==> config.mk <==
export PLATFORM = sky130hd
export DESIGN_NAME = indent_aware_tokenizer_unit
export DESIGN_NICKNAME = d
export VERILOG_FILES = /design/src/design/itok_pkg.sv /design/src/design/indent_aware_tokenizer_unit.sv /design/src/design/itok_ctrl.sv /design/src/design/itok_dp.sv
export SDC_FILE = /design/constraint.sdc
export NUM_CORES = 1
export LEC_CHECK = 0
export BUFFER_PORTS_ARGS = -buffer_cell sky130_fd_sc_hd__buf_2
export CAP_MARGIN = 20
export CORE_UTILIZATION = 35
export CTS_CLUSTER_SIZE = 20
export DETAILED_ROUTE_END_ITERATION = 12
export MAX_ROUTING_LAYER = met4
export SKIP_LAST_GASP = 1
export SYNTH_ARGS = -nofsm -noshare
export SYNTH_HDL_FRONTEND = slang
export SYNTH_SLANG_ARGS = --single-unit
==> constraint.sdc <==
create_clock -name clk -period 5.5 [get_ports clk]
set_clock_uncertainty 0.15 [all_clocks]
set_input_delay 0.275 -clock clk [delete_from_list [all_inputs] [get_ports clk]]
set_output_delay 0.275 -clock clk [all_outputs]
set_load 0.01 [all_outputs]
==> src/design/itok_pkg.sv <==
// itok_pkg: shared types, constants and helpers for the indentation-aware tokenizer
// used by itok_ctrl, itok_dp and indent_aware_tokenizer_unit; no dependencies
package itok_pkg;

  localparam int ITOK_STACK_DEPTH = 16;
  localparam int ITOK_INDENT_BITS = 8;

  localparam logic [7:0] CH_NEWLINE = 8'h0A;
  localparam logic [7:0] CH_SPACE   = 8'h20;
  localparam logic [7:0] CH_QUOTE   = 8'h22;
  localparam logic [7:0] CH_EQUALS  = 8'h3D;
  localparam logic [7:0] CH_COMMA   = 8'h2C;

  typedef enum logic [3:0] {
    TK_NEWLINE = 4'd0,
    TK_INDENT  = 4'd1,
    TK_DEDENT  = 4'd2,
    TK_IDENT   = 4'd3,
    TK_STRING  = 4'd4,
    TK_EQUALS  = 4'd5,
    TK_COMMA   = 4'd6,
    TK_EOF     = 4'd7,
    TK_ERROR   = 4'd8
  } tok_kind_t;

  typedef enum logic [1:0] {
    ERR_NONE     = 2'd0,
    ERR_CHAR     = 2'd1,
    ERR_UNTERM   = 2'd2,
    ERR_OVERFLOW = 2'd3
  } err_code_t;

  // controller to datapath
  typedef struct packed {
    logic      load;
    logic      space_inc;
    logic      space_clr;
    logic      push;
    logic      pop;
    logic      drop;
    logic      emit;
    tok_kind_t kind;
    logic      with_char;
    logic      token_end;
    err_code_t err;
    logic      last;
  } itok_cmd_t;

  // datapath to controller
  typedef struct packed {
    logic eoi;
    logic is_alnum;
    logic is_nl;
    logic is_space;
    logic is_quote;
    logic is_eq;
    logic is_comma;
    logic space_gt_top;
    logic top_gt_space;
    logic below_gt_space;
    logic lvl_gt1;
    logic lvl_gt2;
    logic lvl_full;
    logic slot_free;
  } itok_stat_t;

  function automatic logic is_alnum(input logic [7:0] c);
    return (c >= 8'h30 && c <= 8'h39) || (c >= 8'h41 && c <= 8'h5A) ||
           (c >= 8'h61 && c <= 8'h7A);
  endfunction

endpackage

==> src/design/indent_aware_tokenizer_unit.sv <==
// indent_aware_tokenizer_unit: top level, sequencer plus datapath
// depends on itok_pkg, itok_ctrl and itok_dp
//
//  channel  direction  handshake                 payload
//  byte     in         byte_valid / byte_ready   byte_value, end_of_input
//  token    out        token_valid / token_ready token_kind, char_value, char_valid,
//                                                token_end, error_code, last_in_run
//
// one item at a time: byte_ready is high only when idle, so no new byte is taken
// before the last one is through; an open identifier is closed first; once stopped,
// bytes give nothing; first real character of a line: an indent, an overflow error
// or dedents (the stack read is registered); end of input adds one dedent per open level
// a stalled token_ready holds the sequencer at its next result; ready drops meanwhile
// rst is synchronous; no clearing pass, the level stack needs none
module indent_aware_tokenizer_unit
  import itok_pkg::*;
#(
  parameter int STACK_DEPTH = ITOK_STACK_DEPTH,
  parameter int INDENT_BITS = ITOK_INDENT_BITS
) (
  input  logic       clk,
  input  logic       rst,
  input  logic       byte_valid,
  output logic       byte_ready,
  input  logic [7:0] byte_value,
  input  logic       end_of_input,
  output logic       token_valid,
  input  logic       token_ready,
  output logic [3:0] token_kind,
  output logic [7:0] char_value,
  output logic       char_valid,
  output logic       token_end,
  output logic [1:0] error_code,
  output logic       last_in_run
);

  itok_cmd_t  cmd;
  itok_stat_t st;

  itok_ctrl u_ctrl (
    .clk        (clk),
    .rst        (rst),
    .byte_valid (byte_valid),
    .byte_ready (byte_ready),
    .st         (st),
    .cmd        (cmd)
  );

  itok_dp #(
    .STACK_DEPTH (STACK_DEPTH),
    .INDENT_BITS (INDENT_BITS)
  ) u_dp (
    .clk          (clk),
    .rst          (rst),
    .byte_value   (byte_value),
    .end_of_input (end_of_input),
    .token_ready  (token_ready),
    .token_valid  (token_valid),
    .token_kind   (token_kind),
    .char_value   (char_value),
    .char_valid   (char_valid),
    .token_end    (token_end),
    .error_code   (error_code),
    .last_in_run  (last_in_run),
    .cmd          (cmd),
    .st           (st)
  );

endmodule

==> src/design/itok_ctrl.sv <==
// itok_ctrl: sequencer for the tokenizer, one item at a time, one result per step
// depends on itok_pkg; drives itok_dp through itok_cmd_t and reads itok_stat_t
module itok_ctrl
  import itok_pkg::*;
(
  input  logic       clk,
  input  logic       rst,
  input  logic       byte_valid,
  output logic       byte_ready,
  input  itok_stat_t st,
  output itok_cmd_t  cmd
);

  typedef enum logic [3:0] {
    S_IDLE,
    S_DISPATCH,
    S_CLOSE_ID,
    S_NORMAL,
    S_CHECK,
    S_INDENT,
    S_DED_WAIT,
    S_DEDENT,
    S_TOKEN,
    S_NEWLINE,
    S_STR,
    S_ERR,
    S_EOI_DED,
    S_EOF
  } state_t;

  typedef enum logic [2:0] {
    MODE_NORMAL,
    MODE_IDENT,
    MODE_STRING,
    MODE_HALTED,
    MODE_FINISHED
  } mode_t;

  state_t    state, state_next;
  mode_t     scan_mode, scan_mode_next;
  logic      line_start, line_start_next;
  err_code_t err_sel, err_sel_next;

  assign byte_ready = (state == S_IDLE);

  always_comb begin
    cmd             = '0;
    state_next      = state;
    scan_mode_next  = scan_mode;
    line_start_next = line_start;
    err_sel_next    = err_sel;
    unique case (state)
      S_IDLE: begin
        if (byte_valid) begin
          cmd.load   = 1'b1;
          state_next = S_DISPATCH;
        end
      end
      S_DISPATCH: begin
        if (scan_mode == MODE_HALTED || scan_mode == MODE_FINISHED) begin
          state_next = S_IDLE;
        end else if (st.eoi) begin
          if (scan_mode == MODE_STRING) begin
            err_sel_next = ERR_UNTERM;
            state_next   = S_ERR;
          end else if (scan_mode == MODE_IDENT) begin
            state_next = S_CLOSE_ID;
          end else begin
            state_next = S_EOI_DED;
          end
        end else if (scan_mode == MODE_STRING) begin
          state_next = S_STR;
        end else if (scan_mode == MODE_IDENT) begin
          state_next = st.is_alnum ? S_TOKEN : S_CLOSE_ID;
        end else begin
          state_next = S_NORMAL;
        end
      end
      S_CLOSE_ID: begin
        if (st.slot_free) begin
          cmd.emit       = 1'b1;
          cmd.kind       = TK_IDENT;
          cmd.token_end  = 1'b1;
          // nothing else follows for a space or an opening quote
          cmd.last       = !st.eoi && (st.is_space || st.is_quote);
          scan_mode_next = MODE_NORMAL;
          state_next     = st.eoi ? S_EOI_DED : S_NORMAL;
        end
      end
      S_NORMAL: begin
        if (st.is_nl) begin
          state_next = S_NEWLINE;
        end else if (st.is_space) begin
          cmd.space_inc = line_start;
          state_next    = S_IDLE;
        end else if (!(st.is_alnum || st.is_quote || st.is_eq || st.is_comma)) begin
          err_sel_next = ERR_CHAR;
          state_next   = S_ERR;
        end else if (line_start) begin
          state_next = S_CHECK;
        end else begin
          state_next = S_TOKEN;
        end
      end
      S_CHECK: begin
        line_start_next = 1'b0;
        if (st.space_gt_top) begin
          if (st.lvl_full) begin
            err_sel_next = ERR_OVERFLOW;
            state_next   = S_ERR;
          end else begin
            cmd.push   = 1'b1;
            state_next = S_INDENT;
          end
        end else begin
          state_next = S_DED_WAIT;
        end
      end
      S_INDENT: begin
        if (st.slot_free) begin
          cmd.emit   = 1'b1;
          cmd.kind   = TK_INDENT;
          cmd.last   = st.is_quote;
          state_next = S_TOKEN;
        end
      end
      // lets the registered read of the level below the top settle
      S_DED_WAIT: begin
        state_next = S_DEDENT;
      end
      S_DEDENT: begin
        if (st.lvl_gt1 && st.top_gt_space) begin
          if (st.slot_free) begin
            cmd.emit   = 1'b1;
            cmd.kind   = TK_DEDENT;
            cmd.last   = st.is_quote && !(st.lvl_gt2 && st.below_gt_space);
            cmd.pop    = 1'b1;
            state_next = S_DED_WAIT;
          end
        end else begin
          state_next = S_TOKEN;
        end
      end
      S_TOKEN: begin
        if (st.is_quote) begin
          scan_mode_next = MODE_STRING;
          state_next     = S_IDLE;
        end else if (st.slot_free) begin
          cmd.emit      = 1'b1;
          cmd.with_char = st.is_alnum;
          cmd.last      = 1'b1;
          if (st.is_alnum) begin
            cmd.kind       = TK_IDENT;
            scan_mode_next = MODE_IDENT;
          end else if (st.is_eq) begin
            cmd.kind = TK_EQUALS;
          end else begin
            cmd.kind = TK_COMMA;
          end
          state_next = S_IDLE;
        end
      end
      S_NEWLINE: begin
        if (st.slot_free) begin
          cmd.emit        = 1'b1;
          cmd.kind        = TK_NEWLINE;
          cmd.last        = 1'b1;
          cmd.space_clr   = 1'b1;
          line_start_next = 1'b1;
          state_next      = S_IDLE;
        end
      end
      S_STR: begin
        if (st.slot_free) begin
          cmd.emit      = 1'b1;
          cmd.kind      = TK_STRING;
          cmd.with_char = !st.is_quote;
          cmd.token_end = st.is_quote;
          cmd.last      = 1'b1;
          if (st.is_quote) begin
            scan_mode_next = MODE_NORMAL;
          end
          state_next = S_IDLE;
        end
      end
      S_ERR: begin
        if (st.slot_free) begin
          cmd.emit       = 1'b1;
          cmd.kind       = TK_ERROR;
          cmd.err        = err_sel;
          cmd.last       = 1'b1;
          scan_mode_next = MODE_HALTED;
          state_next     = S_IDLE;
        end
      end
      S_EOI_DED: begin
        if (st.lvl_gt1) begin
          if (st.slot_free) begin
            cmd.emit = 1'b1;
            cmd.kind = TK_DEDENT;
            cmd.drop = 1'b1;
          end
        end else begin
          state_next = S_EOF;
        end
      end
      S_EOF: begin
        if (st.slot_free) begin
          cmd.emit       = 1'b1;
          cmd.kind       = TK_EOF;
          cmd.last       = 1'b1;
          scan_mode_next = MODE_FINISHED;
          state_next     = S_IDLE;
        end
      end
      default: begin
        state_next = S_IDLE;
      end
    endcase
  end

  always_ff @(posedge clk) begin
    if (rst) begin
      state      <= S_IDLE;
      scan_mode  <= MODE_NORMAL;
      line_start <= 1'b1;
      err_sel    <= ERR_NONE;
    end else begin
      state      <= state_next;
      scan_mode  <= scan_mode_next;
      line_start <= line_start_next;
      err_sel    <= err_sel_next;
    end
  end

  a_emit_needs_slot: assert property (@(posedge clk) disable iff (rst)
    cmd.emit |-> st.slot_free)
    else $error("result issued while the output register is occupied");

  a_no_result_after_last: assert property (@(posedge clk) disable iff (rst)
    cmd.emit && cmd.last |=> !cmd.emit)
    else $error("result issued after the last result of an item");

  a_stack_single_op: assert property (@(posedge clk) disable iff (rst)
    !(cmd.push && (cmd.pop || cmd.drop)))
    else $error("push and pop in the same cycle");

  a_stopped_silent: assert property (@(posedge clk) disable iff (rst)
    (scan_mode == MODE_HALTED || scan_mode == MODE_FINISHED) |-> !cmd.emit)
    else $error("result issued after error or end of file");

endmodule

==> src/design/itok_dp.sv <==
// itok_dp: item register, space counter, indent level stack and output register
// depends on itok_pkg; steered by itok_ctrl through itok_cmd_t
module itok_dp
  import itok_pkg::*;
#(
  parameter int STACK_DEPTH = ITOK_STACK_DEPTH,
  parameter int INDENT_BITS = ITOK_INDENT_BITS
) (
  input  logic       clk,
  input  logic       rst,
  input  logic [7:0] byte_value,
  input  logic       end_of_input,
  input  logic       token_ready,
  output logic       token_valid,
  output logic [3:0] token_kind,
  output logic [7:0] char_value,
  output logic       char_valid,
  output logic       token_end,
  output logic [1:0] error_code,
  output logic       last_in_run,
  input  itok_cmd_t  cmd,
  output itok_stat_t st
);

  localparam int LVL_W = $clog2(STACK_DEPTH + 1);
  localparam int AW    = $clog2(STACK_DEPTH);
  localparam logic [INDENT_BITS-1:0] COUNT_MAX = '1;

  logic [7:0]             cur_byte;
  logic                   cur_eoi;
  logic [INDENT_BITS-1:0] space_count;
  logic [INDENT_BITS-1:0] top_level;
  logic [INDENT_BITS-1:0] below_level;
  logic [LVL_W-1:0]       level_count;
  logic [LVL_W-1:0]       lvl_m1;
  logic [LVL_W-1:0]       lvl_m2;

  // levels under the top; the top itself is kept in top_level
  logic [INDENT_BITS-1:0] stack_mem [STACK_DEPTH];

  assign lvl_m1 = level_count - LVL_W'(1);
  assign lvl_m2 = level_count - LVL_W'(2);

  always_ff @(posedge clk) begin
    if (cmd.load) begin
      cur_byte <= byte_value;
      cur_eoi  <= end_of_input;
    end
  end

  always_ff @(posedge clk) begin
    if (rst) begin
      space_count <= '0;
    end else if (cmd.space_clr) begin
      space_count <= '0;
    end else if (cmd.space_inc && space_count != COUNT_MAX) begin
      space_count <= space_count + 1'b1;
    end
  end

  always_ff @(posedge clk) begin
    if (rst) begin
      level_count <= LVL_W'(1);
      top_level   <= '0;
    end else if (cmd.push) begin
      level_count <= level_count + 1'b1;
      top_level   <= space_count;
    end else if (cmd.pop) begin
      level_count <= lvl_m1;
      top_level   <= below_level;
    end else if (cmd.drop) begin
      level_count <= lvl_m1;
    end
  end

  always_ff @(posedge clk) begin
    if (cmd.push) begin
      stack_mem[lvl_m1[AW-1:0]] <= top_level;
    end
    below_level <= stack_mem[lvl_m2[AW-1:0]];
  end

  always_ff @(posedge clk) begin
    if (rst) begin
      token_valid <= 1'b0;
    end else if (cmd.emit) begin
      token_valid <= 1'b1;
    end else if (token_ready) begin
      token_valid <= 1'b0;
    end
  end

  always_ff @(posedge clk) begin
    if (cmd.emit) begin
      token_kind  <= cmd.kind;
      char_value  <= cmd.with_char ? cur_byte : 8'h00;
      char_valid  <= cmd.with_char;
      token_end   <= cmd.token_end;
      error_code  <= cmd.err;
      last_in_run <= cmd.last;
    end
  end

  always_comb begin
    st.eoi            = cur_eoi;
    st.is_alnum       = is_alnum(cur_byte);
    st.is_nl          = (cur_byte == CH_NEWLINE);
    st.is_space       = (cur_byte == CH_SPACE);
    st.is_quote       = (cur_byte == CH_QUOTE);
    st.is_eq          = (cur_byte == CH_EQUALS);
    st.is_comma       = (cur_byte == CH_COMMA);
    st.space_gt_top   = (space_count > top_level);
    st.top_gt_space   = (top_level > space_count);
    st.below_gt_space = (below_level > space_count);
    st.lvl_gt1        = (level_count > LVL_W'(1));
    st.lvl_gt2        = (level_count > LVL_W'(2));
    st.lvl_full       = (level_count >= LVL_W'(STACK_DEPTH));
    st.slot_free      = !token_valid || token_ready;
  end

  a_level_range: assert property (@(posedge clk) disable iff (rst)
    level_count != '0 && level_count <= LVL_W'(STACK_DEPTH))
    else $error("indent level count out of range");

  a_push_grows: assert property (@(posedge clk) disable iff (rst)
    cmd.push |=> level_count == $past(level_count) + 1'b1 &&
                 top_level == $past(space_count))
    else $error("push did not take the space count");

  a_pop_shallower: assert property (@(posedge clk) disable iff (rst)
    cmd.pop |=> top_level < $past(top_level))
    else $error("pop did not expose a shallower level");

endmodule

==> flow_summary.yaml <==
outcome:
  status: "complete, no violations"
sta:
  final.period_utilization_pct: 66.7
  fmax_mhz: 273
  final.setup.tns_ns: 0
  rsz0062_at_grt: "false"
  slew_viol_final: 0
  tightestPinTransition_ns: 1.00
  setup_viol: 0
  period_needed_ns: 3.67
  report.final.hold_viol_count: 0
  relSlewSlack_pct: 33.1
flow_run:
  maxCapViolations: 0
power_and_ir_drop:
  static-leakage-power_nw: 3.44
  p_clk_share_pct: 33.8
  p_sw_share_pct: 31.2
  powerDensity_nw_per_um2: 370
  p_switching_mw: 1.17
  p_int_mw: 2.59
  vdd_drop_max_mv: 0.222
  power_frac_seq_pct: 49.4
  p_comb_share_pct: 16.8
drt:
  wl_per_cell_um: 19.7
  routed_wl_um: 20200
  final_antenna_net_count: 0
  drtIter0Drc: 500
  drc: 0
  dr_total_vias: 5517
  dr.pass1.iters: 7
  routed_via_density: 5.36
global_route:
  grt_max_degree: 40
  antenna_found_initial: 0
  track_usage_pct: 16.6
  overflow: 0
  grt_pass1_wl_um: 31400
  grt_pass1_vias: 5302
cells_and_area:
  fin_nets: 727
  seqCellArea_um2: 5430
  antennaDiodeCount: 0
  multiInputGateArea_um2: 3280
  stdcell_area_um2: 10200
  area_delta_synth_final_pct: 13.8
  num-fill-cells: 2353
  drive_gt1_share_pct: 17.1
cts:
  cts_root_buffer: "clkbuf_16"
  cts_made_buffers: 17
  clk_pin_slew_ns: 0.08
  clk_path_buf_depth: 2
  ctsHtreeMaxLevel: 4
  clk_latency_ns: 0.44
  cts_resized: 0
  cts_sinks: 194
  postCtsSetupRepairBufs: 0
  cts_tree: "yes"
  hold_buffers: 9
synthesis:
  synth_warnings: 0
  yosysMostFrequentCell: "edfxtp_1"
  synth_edf_count: 154
  netlist_top_cells_count: "154 x edfxtp_1, 52 x nor2_1, 40 x dfxtp_1, 40 x mux4_2, 33 x nand2_1"
  synth_top_area_share_pct: 51.8
  async_flop_share_pct: 0
  syn-mean-instance-area_um2: 13.7
  ys_seq_area_share_pct: 60.8
  synth_cells: 651
  syn_nets: 691
  syn_area_um2: 8930
  ys_types: 56
  synth.area.top_cells: "edfxtp_1 52%, mux4_2 10%, dfxtp_1 9.0%"
  synthFlopType: "edfxtp_1"
  synth_area_leader_cell: "edfxtp_1"
  ys_seq_elements: 194
floorplan:
  fp.dieH_um: 162
  dieWidth_um: 162
  initial_core_util_pct: 35.6
  dieArea_um2: 26200
  io_pins: 32
  coreArea_um2: 25100
  rows: 58
place:
  port-buffer-count: 31
  place_area_um2: 9440
  place_congestion: 0.891
  dpl.hpwl_um: 13400
critical_path:
  worstPathRequired_ns: 5.70
  critical_path.startpoint_type: "register"
  worst_setup_path_end_kind: "register"
  crit_arrival_ns: 3.87
  crit_fanout: 21
  critical_path_class: "reg2reg"
worst_hold_path:
  min_path_type: "in2reg"
==> metal layers <==
layer	global-route usage [%]	vias to the layer above	share of wire [%]	wire (um)
met5	-	-	0	0
met4	5.23	0	1.8	358
met3	3.19	27	4.8	964
met2	24.4	164	46	9340
met1	23.3	2741	47	9590
li1	-	2585	-	-
==> layout make-up <==
| type | instances | area share [%] |
|---|---|---|
| multi-input cells | 397 | 32.3 |
| inverters | 27 | 0.997 |
| repair buffers | 50 | 3.13 |
| well taps | 330 | 4.06 |
| flip-flops and latches | 194 | 53.4 |
| clock inverters | 15 | 1.95 |
| clock buffers | 17 | 4.19 |
==> per-stage QoR <==
step	util [%]	worst slack [ns]	hold slack, ns	power (mW)	instances
after floorplan	-	1.87	0.224	2.31	651
final	40.5	1.83	0.0533	3.76	1030
after global placement	37.6	1.79	0.303	2.51	987
after detailed placement	37.6	1.79	0.305	2.51	988
after global routing	40.5	1.47	0.0867	3.91	1030
after CTS	40.4	1.77	0.0574	3.77	1029
==> kinds of logic (layout without fill, tap and decap cells) <==
kind of cell             count (synthesis)  in the layout  share of synthesized area, %
AO/OA/AOI/OAI                          116            116                          8.88
XOR/XNOR                                18             18                          1.77
adder cells (fa/ha/maj)                 28             28                          3.90
buffers and inverters                   60            109                          2.66
flip-flops                             194            194                          60.8
multiplexers                            51             51                          11.3
AND/OR/NAND/NOR                        184            184                          10.7
==> power by group through the flow <==
stage                     combinational, mW  sequential, mW  clock, mW
final                                 0.630            1.86       1.27
after global routing                  0.691            1.88       1.34
after CTS                             0.624            1.86       1.29
after detailed placement              0.617            1.89          0
after global placement                0.617            1.89          0
after floorplan                       0.479            1.83          0
==> layout by cell type (no fill, tap or decap), types with 5 or more instances in the layout <==
cell type	count
dfxtp_1	39
xnor2_1	14
edfxtp_1	154
ha_1	27
a31oi_1	5
a21o_1	8
clkbuf_16	17
a21oi_1	30
mux2i_1	11
a211oi_1	13
nor3_1	13
mux4_2	40
nor2b_1	7
nand4_1	6
and3_1	18
nand2_1	33
nor2_1	52
buf_4	9
o21ai_0	13
and2_1	15
a211o_1	5
nand3_1	15
clkinv_8	5
inv_1	27
dlygate4sd3_1	9
buf_2	32
nand2b_1	6
o211ai_1	7
==> path summary, 6_finish.rpt <==
path / endpoint / slack [ns] / startpoint / depth (start not counted)
setup / recovery: u_dp.top_level[2]$_SDFFE_PP0P_ / 1.83 / u_dp.top_level[5]$_SDFFE_PP0P_ / 9
hold / removal: u_ctrl.state[3]$_SDFFE_PP0P_ / 0.05 / byte_valid / 3
setup reg to reg: u_dp.top_level[2]$_SDFFE_PP0P_ / 1.83 / u_dp.top_level[5]$_SDFFE_PP0P_ / 9
hold reg to reg: u_ctrl.err_sel[1]$_SDFFE_PP0P_ / 0.32 / u_ctrl.err_sel[1]$_SDFFE_PP0P_ / 2
==> sequential cells by signal, indices dropped and copies added, names as in the netlist <==
| register | count |
|---|---|
| u_dp.error_code | 2 |
| u_dp.cur_byte | 8 |
| u_dp.char_value | 8 |
| u_dp.stack_mem | 128 |
| u_ctrl.state | 4 |
| u_dp.level_count | 5 |
| u_dp.token_end | 1 |
| u_ctrl.scan_mode | 3 |
| u_dp.cur_eoi | 1 |
| u_ctrl.err_sel | 2 |
| u_dp.char_valid | 1 |
| u_ctrl.line_start | 1 |
| u_dp.top_level | 8 |
| u_dp.space_count | 8 |
| u_dp.token_kind | 4 |
| u_dp.token_valid | 1 |
| u_dp.below_level | 8 |
| u_dp.last_in_run | 1 |
==> worst max-delay path: stages (launching register included) <==
cell and delay, ns:
dfxtp_1 0.83, inv_1 0.10, ha_1 0.33, a21oi_1 0.06
o21a_1 0.19, or2_2 0.34, a211oi_4 0.78, a21o_1 0.47
nor2_1 0.08, a211oi_1 0.24
Power figures use the tool's default switching activity.
